File: config.mk
export PLATFORM = sky130hd
export DESIGN_NAME = deq_ctrl
export DESIGN_NICKNAME = d
export VERILOG_FILES = /design/src/rtl/deq_pkg.sv /design/src/rtl/deq_ctrl.sv
export SDC_FILE = /design/constraint.sdc
export NUM_CORES = 1
export LEC_CHECK = 0
export BUFFER_PORTS_ARGS = -buffer_cell sky130_fd_sc_hd__buf_2
export CAP_MARGIN = 20
export CORE_AREA = 4 4 41 43
export DETAILED_ROUTE_END_ITERATION = 16
export DIE_AREA = 0 0 45 47
export PLACE_DENSITY = 0.39
export SETUP_SLACK_MARGIN = 0.05
export SYNTH_ARGS = -nofsm -noshare
export SYNTH_HDL_FRONTEND = slang
export SYNTH_SLANG_ARGS = --single-unit
File: constraint.sdc
create_clock -name clk_i -period 1.42 [get_ports clk_i]
set_input_delay 0.142 -clock clk_i [delete_from_list [all_inputs] [get_ports clk_i]]
set_output_delay 0.142 -clock clk_i [all_outputs]
set_load 0.01 [all_outputs]
File: src/rtl/deq_pkg.sv
// Package with shared constants, types, codes and ring index helpers of the deque.
package deq_pkg;

  localparam int DEPTH   = 1024;
  localparam int IDX_W   = (DEPTH > 1) ? $clog2(DEPTH) : 1;
  localparam int CNT_W   = $clog2(DEPTH + 1);
  localparam int VAL_W   = 64;
  localparam int MODE_W  = 3;
  localparam int STAT_W  = 2;
  localparam int COUNT_W = 11;

  typedef logic [IDX_W-1:0]        idx_t;
  typedef logic [CNT_W-1:0]        cnt_t;
  typedef logic signed [VAL_W-1:0] val_t;

  typedef enum logic [MODE_W-1:0] {
    MODE_PUSH_FRONT = 3'd0,
    MODE_PUSH_BACK  = 3'd1,
    MODE_POP_FRONT  = 3'd2,
    MODE_POP_BACK   = 3'd3,
    MODE_CLEAR      = 3'd4,
    MODE_QUERY      = 3'd5
  } mode_e;

  typedef enum logic [STAT_W-1:0] {
    ST_OK    = 2'd0,
    ST_EMPTY = 2'd1,
    ST_FULL  = 2'd2
  } status_e;

  typedef enum logic [1:0] {
    S_IDLE,
    S_EXEC,
    S_LOAD,
    S_FIN
  } state_e;

  typedef struct packed {
    logic capture;
    logic exec;
    logic load;
    logic fin;
  } cmd_t;

  typedef struct packed {
    logic need_read;
    logic out_free;
  } sts_t;

  function automatic idx_t idx_inc(idx_t idx);
    idx_t res;
    if (idx == IDX_W'(DEPTH - 1)) begin
      res = '0;
    end else begin
      res = idx + 1'b1;
    end
    return res;
  endfunction

  function automatic idx_t idx_dec(idx_t idx);
    idx_t res;
    if (idx == '0) begin
      res = IDX_W'(DEPTH - 1);
    end else begin
      res = idx - 1'b1;
    end
    return res;
  endfunction

  function automatic idx_t ring_add(idx_t base, cnt_t off);
    logic [CNT_W:0] sum;
    sum = {{(CNT_W + 1 - IDX_W){1'b0}}, base} + {1'b0, off};
    if (sum >= (CNT_W + 1)'(DEPTH)) begin
      sum = sum - (CNT_W + 1)'(DEPTH);
    end
    return sum[IDX_W-1:0];
  endfunction

endpackage

File: src/rtl/deq_ctrl.sv
// Controller state machine that sequences each deque request.
module deq_ctrl (
  input  logic           clk_i,
  input  logic           rst_ni,
  input  logic           req_valid_i,
  output logic           req_ready_o,
  input  deq_pkg::sts_t  sts_i,
  output deq_pkg::cmd_t  cmd_o
);

  deq_pkg::state_e state_q, state_d;

  always_ff @(posedge clk_i or negedge rst_ni) begin
    if (!rst_ni) begin
      state_q <= deq_pkg::S_IDLE;
    end else begin
      state_q <= state_d;
    end
  end

  always_comb begin
    state_d = state_q;
    case (state_q)
      deq_pkg::S_IDLE: begin
        if (req_valid_i) begin
          state_d = deq_pkg::S_EXEC;
        end
      end
      deq_pkg::S_EXEC: begin
        state_d = sts_i.need_read ? deq_pkg::S_LOAD : deq_pkg::S_FIN;
      end
      deq_pkg::S_LOAD: begin
        state_d = deq_pkg::S_FIN;
      end
      deq_pkg::S_FIN: begin
        if (sts_i.out_free) begin
          state_d = deq_pkg::S_IDLE;
        end
      end
      default: begin
        state_d = deq_pkg::S_IDLE;
      end
    endcase
  end

  always_comb begin
    req_ready_o   = 1'b0;
    cmd_o         = '0;
    case (state_q)
      deq_pkg::S_IDLE: begin
        req_ready_o   = 1'b1;
        cmd_o.capture = req_valid_i;
      end
      deq_pkg::S_EXEC: begin
        cmd_o.exec = 1'b1;
      end
      deq_pkg::S_LOAD: begin
        cmd_o.load = 1'b1;
      end
      deq_pkg::S_FIN: begin
        cmd_o.fin = sts_i.out_free;
      end
      default: begin
        req_ready_o = 1'b0;
      end
    endcase
  end

  a_load_after_exec: assert property (@(posedge clk_i) disable iff (!rst_ni)
    state_q == deq_pkg::S_LOAD |-> $past(state_q) == deq_pkg::S_EXEC)
    else $error("Refetch state entered without an execute step.");

endmodule

==> flow_summary_export.csv <==
group,metric,value,unit
outcome,status,"completed",
clock_network,htreeDepth,1,
finish,area_growth,68.2,%
detailed_routing,drtIter0Drc,0,
clock_network,cts_buffer_depth,2,
clock_network,cts_sinks,2,
timing,setup_viol,0,
synthesis,synthTopCellsByArea,"dfrtp_1 27%, ha_1 27%, mux2_4 8.1%",
synthesis,syn-mean-instance-area,10.3,um2
synthesis,yosysWarnings,0,
placed_design,dp_slack,61.3,ps
setup_path,cp.arrival,1420,ps
global_routing,antenna_found_initial,0,
clock_network,cts_buffers,3,
floorplanning,core,0.00130,mm2
detailed_routing,routed_wl,447,um
synthesis,synthesis.nets,27,
detailed_routing,vias,180,
setup_path,path_max_fanout,5,
finish,top_register,"state_q",
timing,slew_headroom,84.5,%
clock_network,ctsRootBufferMaster,"clkbuf_4",
setup_path,cp-start-kind,"flip-flop",
floorplanning,die_h,47,um
floorplanning,die_w,45,um
global_routing,grt_max_degree,6,
power,p_per_area,2170,mW/mm2
floorplanning,die_area,0.00212,mm2
global_routing,grt_pass1_wl,593,um
finish,layout-drive-gt1-share,57.6,%
detailed_routing,avgViaCountPerCell,3.75,
power,ir_drop,0.930,mV
timing,timing.fmax,755,MHz
finish,antenna_cells,0,
synthesis,synthFlopType,"dfrtp_1",
finish,fin_nets,44,
detailed_routing,detail_route.wl_per_cell,9.31,um
setup_path,worstPathRequired,1520,ps
synthesis,syn_area,185,um2
synthesis,netlist.area_leader.share,27.0,%
finish,largest_reg_flops,2,
clock_network,clock_latency,220,ps
synthesis,synth_cell_types,11,
setup_path,worstRegToRegCells,4,
placed_design,io_buffers,9,
floorplanning,placementRows,13,
detailed_routing,ant_nets,0,
global_routing,track_usage,4.34,%
timing,min_period,1320,ps
run,maxCapViolCount,0,
timing,tightestPinTransition,231,ps
synthesis,postSynthCellCount,18,
global_routing,grt-ovfl-total,0,
clock_network,clkSlewWorstSetupHoldPaths,30,ps
min_path,hold_path_class,"input port to async pin",
placed_design,place.gp.congestion,0.623,
floorplanning,io-pin-count,10,
power,p_leak,0.172,nW
setup_path,worstSetupPathType,"flip-flop to flip-flop",
clock_network,cts_tree,"done",
detailed_routing,first_pass_iters,1,
timing,hold_viol,0,
timing,rsz0062_at_grt,"true",
finish,largestRegisters,"state_q: 2 flops",
synthesis,synth_edf_count,0,
timing,drv_slew,0,
detailed_routing,drc,0,
placed_design,dp_hpwl,302,um
synthesis,yosysMostFrequentCell,"ha_1",
setup_path,critPathCaptureType,"flip-flop",
timing,final.setup.tns,0,ps
synthesis,post-synth-top-area-cell,"dfrtp_1",
timing,worst_slack,96.1,ps
global_routing,grt_pass1_vias,146,
synthesis,yosysSeqAreaShare,27.0,%
timing,fin_crit_sh,93.2,%
synthesis,synthTopCellsByCount,"4 x ha_1, 2 x and2_1, 2 x dfrtp_1, 2 x inv_1, 2 x o31ai_1",
floorplanning,start_util,14.2,%
synthesis,ys_ff_latch,2,
synthesis,synthArstFlopShare,100,%
timing,fin_skew,2.62,ps
kinds of logic (layout without fill, tap and decap cells):
family	Yosys count	after routing	synth area share (%)
adder cells (fa/ha/maj)	4	4	27.0
flip-flops	2	2	27.0
AND/OR/NAND/NOR	5	5	19.6
buffers and inverters	3	18	6.08
multiplexers	1	1	8.11
AO/OA/AOI/OAI	3	3	12.2
cells in the final DEF (no fill, tap or decap):
cell	Yosys	routed
inv_1	2	2
dfrtp_1	2	2
clkbuf_4	0	3
mux2_4	1	1
nor2_1	1	1
a21o_1	1	1
ha_2	0	1
dlygate4sd3_1	0	1
inv_2	1	1
nor2b_4	1	1
o31ai_1	2	2
and2_1	2	2
nor2b_1	1	1
ha_4	0	1
ha_1	4	2
buf_2	0	9
buf_4	0	2
power by group:
group | internal (mW) | switching [mW] | leakage [nW]
clock | 0.0931 | 0.0306 | 0.0138
sequential | 0.0901 | 0.0357 | 0.0237
combinational | 0.238 | 0.188 | 0.134
stage by stage:
step	std cells	util [%]	area, um2	hold slack, ps	total power, mW
6_report	48	23.9	312	233	0.675
4_1_cts	48	22.8	297	218	0.644
3_3_place_gp	42	19.1	249	-74.2	0.473
5_1_grt	48	23.9	312	253	0.734
3_5_place_dp	42	19.1	249	-71.6	0.467
2_1_floorplan	18	-	185	-154	0.372
critical path: stages (launching register included):
cell and delay [ps]:
dfrtp_1 410, ha_2 190, nor2b_4 120, a21o_1 180
mux2_4 300
routing by layer:
metal | part of all wire [%] | routed length, um | vias up | track usage [%]
met3 | 13 | 58 | 0 | 3.07
met4 | 0 | 0 | 0 | 3.51
li1 | - | - | 92 | -
met1 | 45 | 199 | 79 | 5.00
met5 | 0 | 0 | - | 0
met2 | 42 | 188 | 9 | 5.37
final timing paths:
kind	startpoint	to	slack, ps
max reg2reg	state_q[1]$_DFFE_PN0P_	state_q[1]$_DFFE_PN0P_	100
min reg2reg	state_q[1]$_DFFE_PN0P_	state_q[1]$_DFFE_PN0P_	600
max	state_q[1]$_DFFE_PN0P_	state_q[1]$_DFFE_PN0P_	100
max in group asynchronous	rst_ni	state_q[1]$_DFFE_PN0P_	1090
min in group clk_i	sts_i[1]	state_q[0]$_DFFE_PN0P_	300
min	rst_ni	state_q[0]$_DFFE_PN0P_	230
what timing repair did:
action                                  CTS  global route
buffers inserted                          2             0
pin swaps                                 0             0
hold endpoints to repair                  2             0
endpoints found under the setup margin    2             3
resized for setup                         0             3
hold buffers                              1             0
cell type report:
| class | count | area, um2 |
|---|---|---|
| Clock buffer | 3 | 22.5 |
| Timing Repair Buffer | 12 | 70.1 |
| Tap cell | 15 | 18.8 |
| Sequential cell | 2 | 50.0 |
| Inverter | 3 | 11.3 |
| Fill cell | 157 | 990 |
| Multi-Input combinational cell | 13 | 139 |
Power figures use the tool's default switching activity.
